[config.mk]
export PLATFORM = sky130hd
export DESIGN_NAME = two_sensor_scalar_kalman_fusion_unit
export DESIGN_NICKNAME = d
export VERILOG_FILES = /design/src/hdl/tskf_pkg.sv /design/src/hdl/tskf_smul.sv /design/src/hdl/tskf_sdiv.sv /design/src/hdl/two_sensor_scalar_kalman_fusion_unit.sv
export SDC_FILE = /design/constraint.sdc
export NUM_CORES = 2
export LEC_CHECK = 0
export BUFFER_PORTS_ARGS = -buffer_cell sky130_fd_sc_hd__buf_4
export CAP_MARGIN = 15
export CORE_MARGIN = 2
export CORE_UTILIZATION = 40
export DETAILED_ROUTE_END_ITERATION = 7
export PLACE_DENSITY = 0.65
export RECOVER_POWER = 25
export SYNTH_ARGS = -nofsm -noshare
export SYNTH_HDL_FRONTEND = slang
export SYNTH_SLANG_ARGS = --single-unit
export TNS_END_PERCENT = 1
[constraint.sdc]
create_clock -name clk -period 9.21 [get_ports clk]
set_input_delay 1.3815 -clock clk [delete_from_list [all_inputs] [get_ports clk]]
set_output_delay 1.3815 -clock clk [all_outputs]
set_load 0.005 [all_outputs]
[src/hdl/tskf_pkg.sv]
// Shared widths, register indexes, reset values and unit request types of the Kalman fusion unit.
package tskf_pkg;

  // Sample and state formats
  localparam int SAMPLE_W     = 16;                 // signed Q8.8 sample
  localparam int SAMPLE_SHIFT = 8;                  // Q8.8 to Q16.16
  localparam int EST_W        = 32;                 // signed Q16.16 estimate
  localparam int Q_W          = 16;                 // unsigned Q1.15 quantities
  localparam int FRAC_B       = 15;
  localparam logic [Q_W-1:0] ONE_Q15 = 16'h8000;

  // Stream payload widths, padded to whole bytes
  localparam int IN_TDATA_W  = ((2 * SAMPLE_W + 7) / 8) * 8;
  localparam int OUT_TDATA_W = 2 * Q_W;

  // Datapath widths
  localparam int DEN_W   = Q_W + 2;                 // covariance + noise*trust
  localparam int INNOV_W = ((SAMPLE_W + SAMPLE_SHIFT > EST_W) ?
                            SAMPLE_W + SAMPLE_SHIFT : EST_W) + 1;
  localparam int MC_W    = INNOV_W + 2;             // multiplicand of the serial multiplier
  localparam int MUL_OPW = Q_W;                     // multiplier operand, consumed by digits
  localparam int MUL_DIG = 4;                       // bits per multiplier digit
  localparam int MUL_STEPS = MUL_OPW / MUL_DIG;
  localparam int PROD_W  = MC_W + MUL_OPW;
  localparam int DIV_STEPS = FRAC_B;                // quotient bits below 1.0

  // Output clamp bounds for the sample width
  localparam logic signed [EST_W-1:0] OUT_SMAX =
    EST_W'((64'd1 << (SAMPLE_W - 1)) - 64'd1);
  localparam logic signed [EST_W-1:0] OUT_SMIN = ~OUT_SMAX;

  // Register indexes
  localparam int CFG_IDX_W = 3;
  localparam logic [CFG_IDX_W-1:0] REG_PROCESS_NOISE      = 3'd0;
  localparam logic [CFG_IDX_W-1:0] REG_NOISE_A            = 3'd1;
  localparam logic [CFG_IDX_W-1:0] REG_NOISE_B            = 3'd2;
  localparam logic [CFG_IDX_W-1:0] REG_TRUST_A            = 3'd3;
  localparam logic [CFG_IDX_W-1:0] REG_TRUST_B            = 3'd4;
  localparam logic [CFG_IDX_W-1:0] REG_INITIAL_COVARIANCE = 3'd5;

  // Register reset values
  localparam logic [Q_W-1:0] RST_PROCESS_NOISE      = 16'd328;
  localparam logic [Q_W-1:0] RST_NOISE_A            = 16'd328;
  localparam logic [Q_W-1:0] RST_NOISE_B            = 16'd328;
  localparam logic [Q_W-1:0] RST_TRUST_A            = 16'd25887;
  localparam logic [Q_W-1:0] RST_TRUST_B            = 16'd30147;
  localparam logic [Q_W-1:0] RST_INITIAL_COVARIANCE = 16'd32768;

  // Request to the serial multiplier: mcand is signed, mplier unsigned
  typedef struct packed {
    logic               start;
    logic [MC_W-1:0]    mcand;
    logic [MUL_OPW-1:0] mplier;
  } mul_req_t;

  // Request to the serial divider: quotient of num*2^15/den, den >= num
  typedef struct packed {
    logic             start;
    logic [Q_W-1:0]   num;
    logic [DEN_W-1:0] den;
  } div_req_t;

endpackage

[src/hdl/tskf_smul.sv]
// Digit-serial signed by unsigned multiplier, one 4-bit digit of the multiplier per cycle.
module tskf_smul (
  input  logic                                 clk,
  input  logic                                 rst,
  input  tskf_pkg::mul_req_t                   req,
  output logic                                 done,
  output logic signed [tskf_pkg::PROD_W-1:0]   prod
);

  localparam int MC_W    = tskf_pkg::MC_W;
  localparam int MUL_OPW = tskf_pkg::MUL_OPW;
  localparam int MUL_DIG = tskf_pkg::MUL_DIG;
  localparam int SUM_W   = MC_W + MUL_DIG + 1;
  localparam int CNT_W   = $clog2(tskf_pkg::MUL_STEPS);

  logic                     busy;
  logic [CNT_W-1:0]         cnt;
  logic signed [MC_W-1:0]   mcand_r;
  logic [MUL_OPW-1:0]       mplier_r;
  logic signed [SUM_W-1:0]  hi;
  logic [MUL_OPW-1:0]       lo;
  logic [MUL_DIG-1:0]       digit;
  logic signed [SUM_W-1:0]  pp;
  logic signed [SUM_W-1:0]  sum;

  // One partial product per cycle, lowest digit first
  assign digit = mplier_r[MUL_DIG-1:0];
  assign pp    = mcand_r * $signed({1'b0, digit});
  assign sum   = hi + pp;
  assign prod  = {hi[MC_W-1:0], lo};

  // Step counter and completion pulse
  always_ff @(posedge clk) begin
    if (rst) begin
      busy <= 1'b0;
      done <= 1'b0;
      cnt  <= '0;
    end else begin
      done <= 1'b0;
      if (req.start) begin
        busy <= 1'b1;
        cnt  <= '0;
      end else if (busy) begin
        cnt <= cnt + 1'b1;
        if (cnt == CNT_W'(tskf_pkg::MUL_STEPS - 1)) begin
          busy <= 1'b0;
          done <= 1'b1;
        end
      end
    end
  end

  // Accumulate and shift the finished low digits out of the sum
  always_ff @(posedge clk) begin
    if (req.start) begin
      mcand_r  <= $signed(req.mcand);
      mplier_r <= req.mplier;
      hi       <= '0;
      lo       <= '0;
    end else if (busy) begin
      mplier_r <= mplier_r >> MUL_DIG;
      hi       <= sum >>> MUL_DIG;
      lo       <= {sum[MUL_DIG-1:0], lo[MUL_OPW-1:MUL_DIG]};
    end
  end

endmodule

[src/hdl/tskf_sdiv.sv]
// Bit-serial restoring divider for Kalman gains, one quotient bit per cycle.
module tskf_sdiv (
  input  logic                         clk,
  input  logic                         rst,
  input  tskf_pkg::div_req_t           req,
  output logic                         done,
  output logic [tskf_pkg::Q_W-1:0]     quo
);

  localparam int Q_W       = tskf_pkg::Q_W;
  localparam int DEN_W     = tskf_pkg::DEN_W;
  localparam int DIV_STEPS = tskf_pkg::DIV_STEPS;
  localparam int CNT_W     = $clog2(DIV_STEPS);

  logic                  busy;
  logic [CNT_W-1:0]      cnt;
  logic                  sat;
  logic [DEN_W-1:0]      rem;
  logic [DEN_W-1:0]      den_r;
  logic [DIV_STEPS-1:0]  q;
  logic [DEN_W:0]        shifted;
  logic [DEN_W:0]        trial;
  logic                  fits;

  // Trial subtraction of the divisor from the doubled remainder
  assign shifted = {rem, 1'b0};
  assign trial   = shifted - {1'b0, den_r};
  assign fits    = shifted >= {1'b0, den_r};

  // Equal numerator and denominator (zero one included) means a gain of 1.0
  assign quo = sat ? tskf_pkg::ONE_Q15 : Q_W'(q);

  // Step counter and completion pulse; saturated runs take the same time
  always_ff @(posedge clk) begin
    if (rst) begin
      busy <= 1'b0;
      done <= 1'b0;
      cnt  <= '0;
    end else begin
      done <= 1'b0;
      if (req.start) begin
        busy <= 1'b1;
        cnt  <= '0;
      end else if (busy) begin
        cnt <= cnt + 1'b1;
        if (cnt == CNT_W'(DIV_STEPS - 1)) begin
          busy <= 1'b0;
          done <= 1'b1;
        end
      end
    end
  end

  // Remainder starts at num, since num*2^15 >> 15 is below den
  always_ff @(posedge clk) begin
    if (req.start) begin
      rem   <= DEN_W'(req.num);
      den_r <= req.den;
      sat   <= (req.den == DEN_W'(req.num));
      q     <= '0;
    end else if (busy) begin
      rem <= fits ? trial[DEN_W-1:0] : shifted[DEN_W-1:0];
      q   <= {q[DIV_STEPS-2:0], fits};
    end
  end

endmodule

[src/hdl/two_sensor_scalar_kalman_fusion_unit.sv]
// Top level of the two-sensor scalar Kalman fusion unit: registers, sequencer and datapath.
//
//  channel   direction  handshake                    payload
//  s_axis    in         s_axis_tvalid/s_axis_tready  sample_a, sample_b
//  m_axis    out        m_axis_tvalid/m_axis_tready  estimate_out, covariance_out
//  cfg       in         cfg_valid/cfg_ready          cfg_index, cfg_data
//
// One item passes from transfer in to the result in the output register through five
// multiply rounds (start, four 4-bit digits, done), one round of two 15-bit serial
// dividers and a write-back state. The input is ready again the cycle after write-back.
// Items are taken one at a time; the next is accepted while the last result waits to transfer.
// A result that cannot enter a full output register holds the sequencer until it can.
// Reset is synchronous: registers return to their reset values, estimate to 0, covariance
// to the initial covariance. The configuration port is always ready.
module two_sensor_scalar_kalman_fusion_unit (
  input  logic                                  clk,
  input  logic                                  rst,
  input  logic                                  s_axis_tvalid,
  output logic                                  s_axis_tready,
  input  logic [tskf_pkg::IN_TDATA_W-1:0]       s_axis_tdata,   // sample_a, sample_b
  output logic                                  m_axis_tvalid,
  input  logic                                  m_axis_tready,
  output logic [tskf_pkg::OUT_TDATA_W-1:0]      m_axis_tdata,   // estimate_out, covariance_out
  input  logic                                  cfg_valid,
  output logic                                  cfg_ready,
  input  logic [tskf_pkg::CFG_IDX_W-1:0]        cfg_index,
  input  logic [tskf_pkg::Q_W-1:0]              cfg_data
);

  localparam int SAMPLE_W = tskf_pkg::SAMPLE_W;
  localparam int EST_W    = tskf_pkg::EST_W;
  localparam int Q_W      = tskf_pkg::Q_W;
  localparam int FRAC_B   = tskf_pkg::FRAC_B;
  localparam int DEN_W    = tskf_pkg::DEN_W;
  localparam int INNOV_W  = tskf_pkg::INNOV_W;
  localparam int MC_W     = tskf_pkg::MC_W;
  localparam int PROD_W   = tskf_pkg::PROD_W;
  localparam int UPD_W    = PROD_W - FRAC_B;
  localparam int USUM_W   = UPD_W + 1;
  localparam int ESUM_W   = USUM_W + 1;

  // Sequencer states
  localparam logic [3:0] S_IDLE   = 4'd0;
  localparam logic [3:0] S_P_GO   = 4'd1;
  localparam logic [3:0] S_P_WAIT = 4'd2;
  localparam logic [3:0] S_D_GO   = 4'd3;
  localparam logic [3:0] S_D_WAIT = 4'd4;
  localparam logic [3:0] S_G_GO   = 4'd5;
  localparam logic [3:0] S_G_WAIT = 4'd6;
  localparam logic [3:0] S_F_GO   = 4'd7;
  localparam logic [3:0] S_F_WAIT = 4'd8;
  localparam logic [3:0] S_X_GO   = 4'd9;
  localparam logic [3:0] S_X_WAIT = 4'd10;
  localparam logic [3:0] S_C_GO   = 4'd11;
  localparam logic [3:0] S_C_WAIT = 4'd12;
  localparam logic [3:0] S_WB     = 4'd13;

  function automatic logic [Q_W-1:0] factor_of(input logic [Q_W-1:0] p);
    factor_of = (p >= tskf_pkg::ONE_Q15) ? '0 : tskf_pkg::ONE_Q15 - p;
  endfunction

  logic [3:0]                state;
  logic [3:0]                state_next;

  // Configuration registers
  logic [Q_W-1:0]            process_noise;
  logic [Q_W-1:0]            noise_a;
  logic [Q_W-1:0]            noise_b;
  logic [Q_W-1:0]            trust_a;
  logic [Q_W-1:0]            trust_b;
  logic [Q_W-1:0]            initial_covariance;

  // Filter state and per-item working registers
  logic signed [EST_W-1:0]   estimate;
  logic [Q_W-1:0]            covariance;
  logic [Q_W-1:0]            cov_pred;
  logic signed [INNOV_W-1:0] innov_a;
  logic signed [INNOV_W-1:0] innov_b;
  logic signed [UPD_W-1:0]   upd_a;
  logic signed [MC_W-1:0]    cross_b;
  logic [Q_W-1:0]            fac_a;
  logic [Q_W-1:0]            fac_b;
  logic signed [USUM_W-1:0]  upd_sum;
  logic signed [EST_W-1:0]   est_new;

  // Unit requests and results
  tskf_pkg::mul_req_t        mul_req_a;
  tskf_pkg::mul_req_t        mul_req_b;
  tskf_pkg::div_req_t        div_req_a;
  tskf_pkg::div_req_t        div_req_b;
  logic                      mul_done_a;
  logic                      mul_done_b;
  logic signed [PROD_W-1:0]  prod_a;
  logic signed [PROD_W-1:0]  prod_b;
  logic                      div_done_a;
  logic                      div_done_b;
  logic [Q_W-1:0]            gain_a;
  logic [Q_W-1:0]            gain_b;

  // Combinational helpers
  logic                      in_xfer;
  logic                      out_load;
  logic signed [SAMPLE_W-1:0] sample_a;
  logic signed [SAMPLE_W-1:0] sample_b;
  logic [Q_W:0]              cov_sum;
  logic signed [ESUM_W-1:0]  est_sum;
  logic                      est_fits;
  logic signed [EST_W-1:0]   est_sat;
  logic signed [EST_W-1:0]   out_shift;
  logic signed [EST_W-1:0]   out_val;

  assign s_axis_tready = (state == S_IDLE);
  assign cfg_ready     = 1'b1;
  assign in_xfer       = s_axis_tvalid && s_axis_tready;
  assign out_load      = (state == S_WB) && (!m_axis_tvalid || m_axis_tready);

  assign sample_a = s_axis_tdata[SAMPLE_W-1:0];
  assign sample_b = s_axis_tdata[2*SAMPLE_W-1:SAMPLE_W];
  assign cov_sum  = {1'b0, covariance} + {1'b0, process_noise};

  // Update the estimate and saturate it to 32 bits
  assign est_sum  = ESUM_W'(estimate) + ESUM_W'(upd_sum);
  assign est_fits = (&est_sum[ESUM_W-1:EST_W-1]) || !(|est_sum[ESUM_W-1:EST_W-1]);
  assign est_sat  = est_fits ? est_sum[EST_W-1:0] :
                    (est_sum[ESUM_W-1] ? $signed({1'b1, {(EST_W-1){1'b0}}}) :
                                         $signed({1'b0, {(EST_W-1){1'b1}}}));

  // Back to Q8.8 and clamp to the sample range
  assign out_shift = est_new >>> tskf_pkg::SAMPLE_SHIFT;
  assign out_val   = (out_shift > tskf_pkg::OUT_SMAX) ? tskf_pkg::OUT_SMAX :
                     (out_shift < tskf_pkg::OUT_SMIN) ? tskf_pkg::OUT_SMIN : out_shift;

  // Select unit operands for each round
  always_comb begin
    mul_req_a = '0;
    mul_req_b = '0;
    div_req_a = '0;
    div_req_b = '0;
    unique case (state)
      S_P_GO: begin
        mul_req_a.start  = 1'b1;
        mul_req_a.mcand  = MC_W'(noise_a);
        mul_req_a.mplier = trust_a;
        mul_req_b.start  = 1'b1;
        mul_req_b.mcand  = MC_W'(noise_b);
        mul_req_b.mplier = trust_b;
      end
      S_D_GO: begin
        div_req_a.start = 1'b1;
        div_req_a.num   = cov_pred;
        div_req_a.den   = DEN_W'(cov_pred) + DEN_W'(prod_a[Q_W+FRAC_B:FRAC_B]);
        div_req_b.start = 1'b1;
        div_req_b.num   = cov_pred;
        div_req_b.den   = DEN_W'(cov_pred) + DEN_W'(prod_b[Q_W+FRAC_B:FRAC_B]);
      end
      S_G_GO: begin
        mul_req_a.start  = 1'b1;
        mul_req_a.mcand  = MC_W'(innov_a);
        mul_req_a.mplier = gain_a;
        mul_req_b.start  = 1'b1;
        mul_req_b.mcand  = MC_W'(innov_b);
        mul_req_b.mplier = gain_b;
      end
      S_F_GO: begin
        mul_req_a.start  = 1'b1;
        mul_req_a.mcand  = MC_W'(gain_a);
        mul_req_a.mplier = trust_a;
        mul_req_b.start  = 1'b1;
        mul_req_b.mcand  = MC_W'(gain_b);
        mul_req_b.mplier = trust_b;
      end
      S_X_GO: begin
        mul_req_a.start  = 1'b1;
        mul_req_a.mcand  = cross_b;
        mul_req_a.mplier = trust_b;
        mul_req_b.start  = 1'b1;
        mul_req_b.mcand  = MC_W'(fac_a);
        mul_req_b.mplier = fac_b;
      end
      S_C_GO: begin
        mul_req_a.start  = 1'b1;
        mul_req_a.mcand  = MC_W'(prod_b[Q_W+FRAC_B-1:FRAC_B]);
        mul_req_a.mplier = cov_pred;
      end
      default: begin
      end
    endcase
  end

  // Sequencer
  always_comb begin
    state_next = state;
    unique case (state)
      S_IDLE:   if (in_xfer) state_next = S_P_GO;
      S_P_GO:   state_next = S_P_WAIT;
      S_P_WAIT: if (mul_done_a && mul_done_b) state_next = S_D_GO;
      S_D_GO:   state_next = S_D_WAIT;
      S_D_WAIT: if (div_done_a && div_done_b) state_next = S_G_GO;
      S_G_GO:   state_next = S_G_WAIT;
      S_G_WAIT: if (mul_done_a && mul_done_b) state_next = S_F_GO;
      S_F_GO:   state_next = S_F_WAIT;
      S_F_WAIT: if (mul_done_a && mul_done_b) state_next = S_X_GO;
      S_X_GO:   state_next = S_X_WAIT;
      S_X_WAIT: if (mul_done_a && mul_done_b) state_next = S_C_GO;
      S_C_GO:   state_next = S_C_WAIT;
      S_C_WAIT: if (mul_done_a) state_next = S_WB;
      S_WB:     if (out_load) state_next = S_IDLE;
      default:  state_next = S_IDLE;
    endcase
  end

  // Control state, filter state and output valid
  always_ff @(posedge clk) begin
    if (rst) begin
      state         <= S_IDLE;
      estimate      <= '0;
      covariance    <= tskf_pkg::RST_INITIAL_COVARIANCE;
      m_axis_tvalid <= 1'b0;
    end else begin
      state <= state_next;
      if (out_load) begin
        estimate      <= est_new;
        covariance    <= prod_a[Q_W+FRAC_B-1:FRAC_B];
        m_axis_tvalid <= 1'b1;
      end else if (m_axis_tready) begin
        m_axis_tvalid <= 1'b0;
      end
    end
  end

  // Configuration writes; indexes past the list are dropped
  always_ff @(posedge clk) begin
    if (rst) begin
      process_noise      <= tskf_pkg::RST_PROCESS_NOISE;
      noise_a            <= tskf_pkg::RST_NOISE_A;
      noise_b            <= tskf_pkg::RST_NOISE_B;
      trust_a            <= tskf_pkg::RST_TRUST_A;
      trust_b            <= tskf_pkg::RST_TRUST_B;
      initial_covariance <= tskf_pkg::RST_INITIAL_COVARIANCE;
    end else if (cfg_valid && cfg_ready) begin
      unique case (cfg_index)
        tskf_pkg::REG_PROCESS_NOISE:      process_noise      <= cfg_data;
        tskf_pkg::REG_NOISE_A:            noise_a            <= cfg_data;
        tskf_pkg::REG_NOISE_B:            noise_b            <= cfg_data;
        tskf_pkg::REG_TRUST_A:            trust_a            <= cfg_data;
        tskf_pkg::REG_TRUST_B:            trust_b            <= cfg_data;
        tskf_pkg::REG_INITIAL_COVARIANCE: initial_covariance <= cfg_data;
        default: begin
        end
      endcase
    end
  end

  // Working registers, loaded when an item is accepted and as each round finishes
  always_ff @(posedge clk) begin
    case (state)
      S_IDLE: begin
        if (in_xfer) begin
          cov_pred <= cov_sum[Q_W] ? {Q_W{1'b1}} : cov_sum[Q_W-1:0];
          innov_a  <= (INNOV_W'(sample_a) <<< tskf_pkg::SAMPLE_SHIFT) - INNOV_W'(estimate);
          innov_b  <= (INNOV_W'(sample_b) <<< tskf_pkg::SAMPLE_SHIFT) - INNOV_W'(estimate);
        end
      end
      S_G_WAIT: begin
        if (mul_done_a) upd_a   <= prod_a[PROD_W-1:FRAC_B];
        if (mul_done_b) cross_b <= prod_b[FRAC_B+MC_W-1:FRAC_B];
      end
      S_F_WAIT: begin
        if (mul_done_a) fac_a <= factor_of(prod_a[Q_W+FRAC_B-1:FRAC_B]);
        if (mul_done_b) fac_b <= factor_of(prod_b[Q_W+FRAC_B-1:FRAC_B]);
      end
      S_X_WAIT: begin
        if (mul_done_a) begin
          upd_sum <= USUM_W'(upd_a) + USUM_W'($signed(prod_a[PROD_W-1:FRAC_B]));
        end
      end
      S_C_GO: begin
        est_new <= est_sat;
      end
      default: begin
      end
    endcase
  end

  // Output register
  always_ff @(posedge clk) begin
    if (out_load) begin
      m_axis_tdata <= {prod_a[Q_W+FRAC_B-1:FRAC_B], out_val[Q_W-1:0]};
    end
  end

  tskf_smul u_mul_a (
    .clk  (clk),
    .rst  (rst),
    .req  (mul_req_a),
    .done (mul_done_a),
    .prod (prod_a)
  );

  tskf_smul u_mul_b (
    .clk  (clk),
    .rst  (rst),
    .req  (mul_req_b),
    .done (mul_done_b),
    .prod (prod_b)
  );

  tskf_sdiv u_div_a (
    .clk  (clk),
    .rst  (rst),
    .req  (div_req_a),
    .done (div_done_a),
    .quo  (gain_a)
  );

  tskf_sdiv u_div_b (
    .clk  (clk),
    .rst  (rst),
    .req  (div_req_b),
    .done (div_done_b),
    .quo  (gain_b)
  );

  // An accepted item starts the first multiply round
  assert property (@(posedge clk) disable iff (rst)
    in_xfer |=> state == S_P_GO)
    else $error("accepted item did not start the multiply round");

  // Both gain dividers finish together, and only while the sequencer waits on them
  assert property (@(posedge clk) disable iff (rst)
    (div_done_a || div_done_b) |-> (div_done_a && div_done_b && state == S_D_WAIT))
    else $error("gain dividers out of step with the sequencer");

  // Results of the first multiplier arrive only in a wait state
  assert property (@(posedge clk) disable iff (rst)
    mul_done_a |-> (state == S_P_WAIT || state == S_G_WAIT || state == S_F_WAIT ||
                    state == S_X_WAIT || state == S_C_WAIT))
    else $error("multiplier result outside a wait state");

  // Covariance factors never exceed 1.0
  assert property (@(posedge clk) disable iff (rst)
    state == S_X_GO |-> (fac_a <= tskf_pkg::ONE_Q15 && fac_b <= tskf_pkg::ONE_Q15))
    else $error("covariance factor above 1.0");

  // A write-back into a free output register presents the result and frees the input
  assert property (@(posedge clk) disable iff (rst)
    out_load |=> (m_axis_tvalid && state == S_IDLE))
    else $error("write-back did not present the result");

endmodule

==> flow_metrics.env <==
export IMPL_cts_root_buf="clkbuf_16"
export IMPL_grt_pass1_vias=37073
export IMPL_synth_flop_cell="edfxtp_1"
export IMPL_slew_headroom=-1.34
export IMPL_p_sw_frac=0.414
export IMPL_rows=128
export IMPL_grt_first_pass_wirelength_um=221000
export IMPL_power_internal_w=0.00871
export IMPL_cts_htree_levels=3
export IMPL_min_period_over_period=0.710
export IMPL_gp_congestion=0.910
export IMPL_overflow=0
export IMPL_tightest_slew_ns=3.51
export IMPL_drc=1
export IMPL_finalHoldViolCount=0
export IMPL_portBuffers=89
export IMPL_worstPathMaxFanout=20
export IMPL_crit_path_end_kind="flop"
export IMPL_via_per_inst=5.56
export IMPL_fin_nets=5885
export IMPL_max_vdd_ir_drop_v=0.000152
export IMPL_initial_utilization=0.403
export IMPL_postCtsHoldBufs=0
export IMPL_grt_use_total=0.225
export IMPL_p_switching_w=0.00616
export IMPL_yosysWarningCount=0
export IMPL_clock_path_buffers=3
export IMPL_status="finished, violations left"
export IMPL_powerDensity_nw_per_um2=275
export IMPL_setup_viol=0
export IMPL_syn_nets=5854
export IMPL_synth_most_common_cell="nand2_1"
export IMPL_required_ns=9.77
export IMPL_area_growth_synth_to_final_pct=10.4
export IMPL_synth_top_area_cell="edfxtp_1"
export IMPL_die_w_um=354
export IMPL_wl_um=144000
export IMPL_synth_top_cell_area_share=0.274
export IMPL_pwr_share_clk=0.229
export IMPL_grt_antenna_before_repair=1
export IMPL_ys_seq_elements=709
export IMPL_numCtsBuffers=82
export IMPL_firstDrtPassIters=8
export IMPL_reg2reg_slack_ns=2.67
export IMPL_initialDrtViolationCount=3532
export IMPL_ys_seq_area_frac=0.381
export IMPL_die_height_um=354
export IMPL_cts_tree="built"
export IMPL_boundaryPins=91
export IMPL_utilization=0.445
export IMPL_ys_types=93
export IMPL_reg2reg_depth=19
export IMPL_grt_setup_unrepaired="false"
export IMPL_worst_endpoint_arrival_ns=7.10
export IMPL_skew_ns=0.0468
export IMPL_synth_cells=5218
export IMPL_sequentialPowerShare=0.275
export IMPL_setup_worst_path_class="reg -> reg"
export IMPL_synthArstFlopShare=0
export IMPL_vias=38604
export IMPL_synthTopCellsByCount="nand2_1 (649), inv_1 (536), edfxtp_1 (448)"
export IMPL_dp_final_hpwl_um=107000
export IMPL_clkSinkCount=709
export IMPL_whs_path_depth=0
export IMPL_finalMaxSlewViolations=244
export IMPL_drive_gt1_frac=0.0605
export IMPL_start_kind="flop"
export IMPL_postCtsSetupBuffers=0
export IMPL_coreArea_um2=122000
export IMPL_antenna_left=0
export IMPL_period_needed_ns=6.54
export IMPL_num_antenna_cells=0
export IMPL_grt_max_degree=69
export IMPL_wl_per_cell_um=20.7
export IMPL_tns_ns=0
export IMPL_clk_pin_slew_worst_paths_ns=0.06
export IMPL_drv_cap=7
export IMPL_synth_area_leaders="edfxtp_1 (27%), dfxtp_1 (11%), ha_1 (9.3%)"
export IMPL_p_leak_nw=22.8
export IMPL_nFillCells=11675
export IMPL_clock_latency_ns=0.68
export IMPL_syn_area_um2=49100
export IMPL_hold_class="reg -> reg"
export IMPL_synth_edf_count=448
export IMPL_cts_resized=0
export IMPL_synth_area_per_cell_um2=9.40
export IMPL_combPwrFrac=0.496
export IMPL_die_area_um2=125000
export IMPL_fmax_ghz=0.153
export IMPL_violations="design-rule violations, max-capacitance violations, max-slew violations"
-- power groups by stage --
stage	combinational [W]	clock (W)	sequential, W
final	0.00738	0.00341	0.00409
after global routing	0.00828	0.00358	0.00411
after CTS	0.00735	0.00346	0.00408
after detailed placement	0.00729	0	0.00414
after global placement	0.00724	0	0.00414
after floorplan	0.00560	0	0.00400
-- logic make-up after synthesis --
| group | after synthesis | synth area share |
|---|---|---|
| xor gates and xnor gates | 289 | 0.0519 |
| and+or+nand+nor | 1635 | 0.154 |
| other | 1 | 0.0000764 |
| muxes | 85 | 0.0173 |
| AOI/OAI and AO/OA | 1169 | 0.156 |
| buffers and inverters | 750 | 0.0583 |
| adders and majority gates | 580 | 0.181 |
| DFF | 709 | 0.381 |
-- cells in the final DEF (no fill, tap or decap), types with 26 or more instances in the layout --
cell type / count
a211oi_1: 41
a21o_1: 143
a21oi_1: 367
a222oi_1: 36
a22oi_1: 28
a31oi_1: 44
and2_1: 185
and3_1: 48
buf_4: 127
clkbuf_1: 48
clkbuf_16: 84
dfxtp_1: 259
edfxtp_1: 448
fa_1: 216
ha_1: 364
inv_1: 533
mux2i_1: 85
nand2_1: 648
nand2b_1: 29
nand3_1: 91
nand4_1: 42
nor2_1: 359
nor2b_1: 39
nor3_1: 89
o21a_1: 42
o21ai_0: 180
o21bai_1: 36
o22ai_1: 26
xnor2_1: 177
xor2_1: 111
-- path summary, 6_finish.rpt --
path,endpoint,start
setup / recovery,u_mul_a.hi[32],u_mul_a.hi[14]
hold / removal,cross_b[24],u_mul_b.hi[23]
setup reg to reg,u_mul_a.hi[32],u_mul_a.hi[14]
hold reg to reg,cross_b[24],u_mul_b.hi[23]
-- routing by layer --
metal,track usage,part of all wire
met5,0,0.000090
met4,0.0728,0.030
met3,0.0321,0.077
met2,0.349,0.44
met1,0.323,0.45
-- sequential cells by signal, summed over array words and instances, names as in the netlist, 32 cells and up --
name / flops
u_mul_a.hi: 36
u_mul_b.hi: 36
upd_sum: 37
est_new: 32
innov_a: 33
u_mul_a.mcand_r: 35
cross_b: 35
upd_a: 36
m_axis_tdata: 32
u_mul_b.mcand_r: 33
estimate: 32
-- area by class of cell --
class / instances / area [µm²] / area share
clock buffers: 106 / 2210 / 0.0409
clock inverters: 47 / 547 / 0.0101
inverters: 538 / 2020 / 0.0373
multi-input cells: 3759 / 27500 / 0.509
flip-flops and latches: 709 / 18700 / 0.345
well taps: 1625 / 2030 / 0.0376
repair buffers: 159 / 1110 / 0.0205
-- critical path: stages (launching register included) --
cell      delay (ns)
dfxtp_1         0.30
clkbuf_1        1.08
inv_1           0.52
fa_1            0.67
inv_1           0.05
fa_1            0.47
inv_1           0.06
fa_1            0.56
inv_1           0.05
ha_1            0.35
and3_1          0.18
a221oi_1        0.41
nor3_1          0.09
a311o_1         0.36
o221ai_1        0.35
a21oi_1         0.16
nor2b_1         0.16
o31ai_1         0.34
mux2i_1         0.24
nand2_1         0.06
-- metrics by stage --
stage	cells	cell area [µm²]	hold slack [ns]	total power, W	setup slack [ns]
final	6943	54100	0.447	0.0149	2.67
after global routing	6943	54100	0.447	0.0160	2.39
after CTS	6940	54200	0.441	0.0149	2.87
after detailed placement	6787	51500	0.416	0.0114	2.90
after global placement	6787	51500	0.440	0.0114	3.03
after floorplan	5218	49100	0.408	0.00960	4.02
Note: power is estimated with default switching activity, not from simulation.
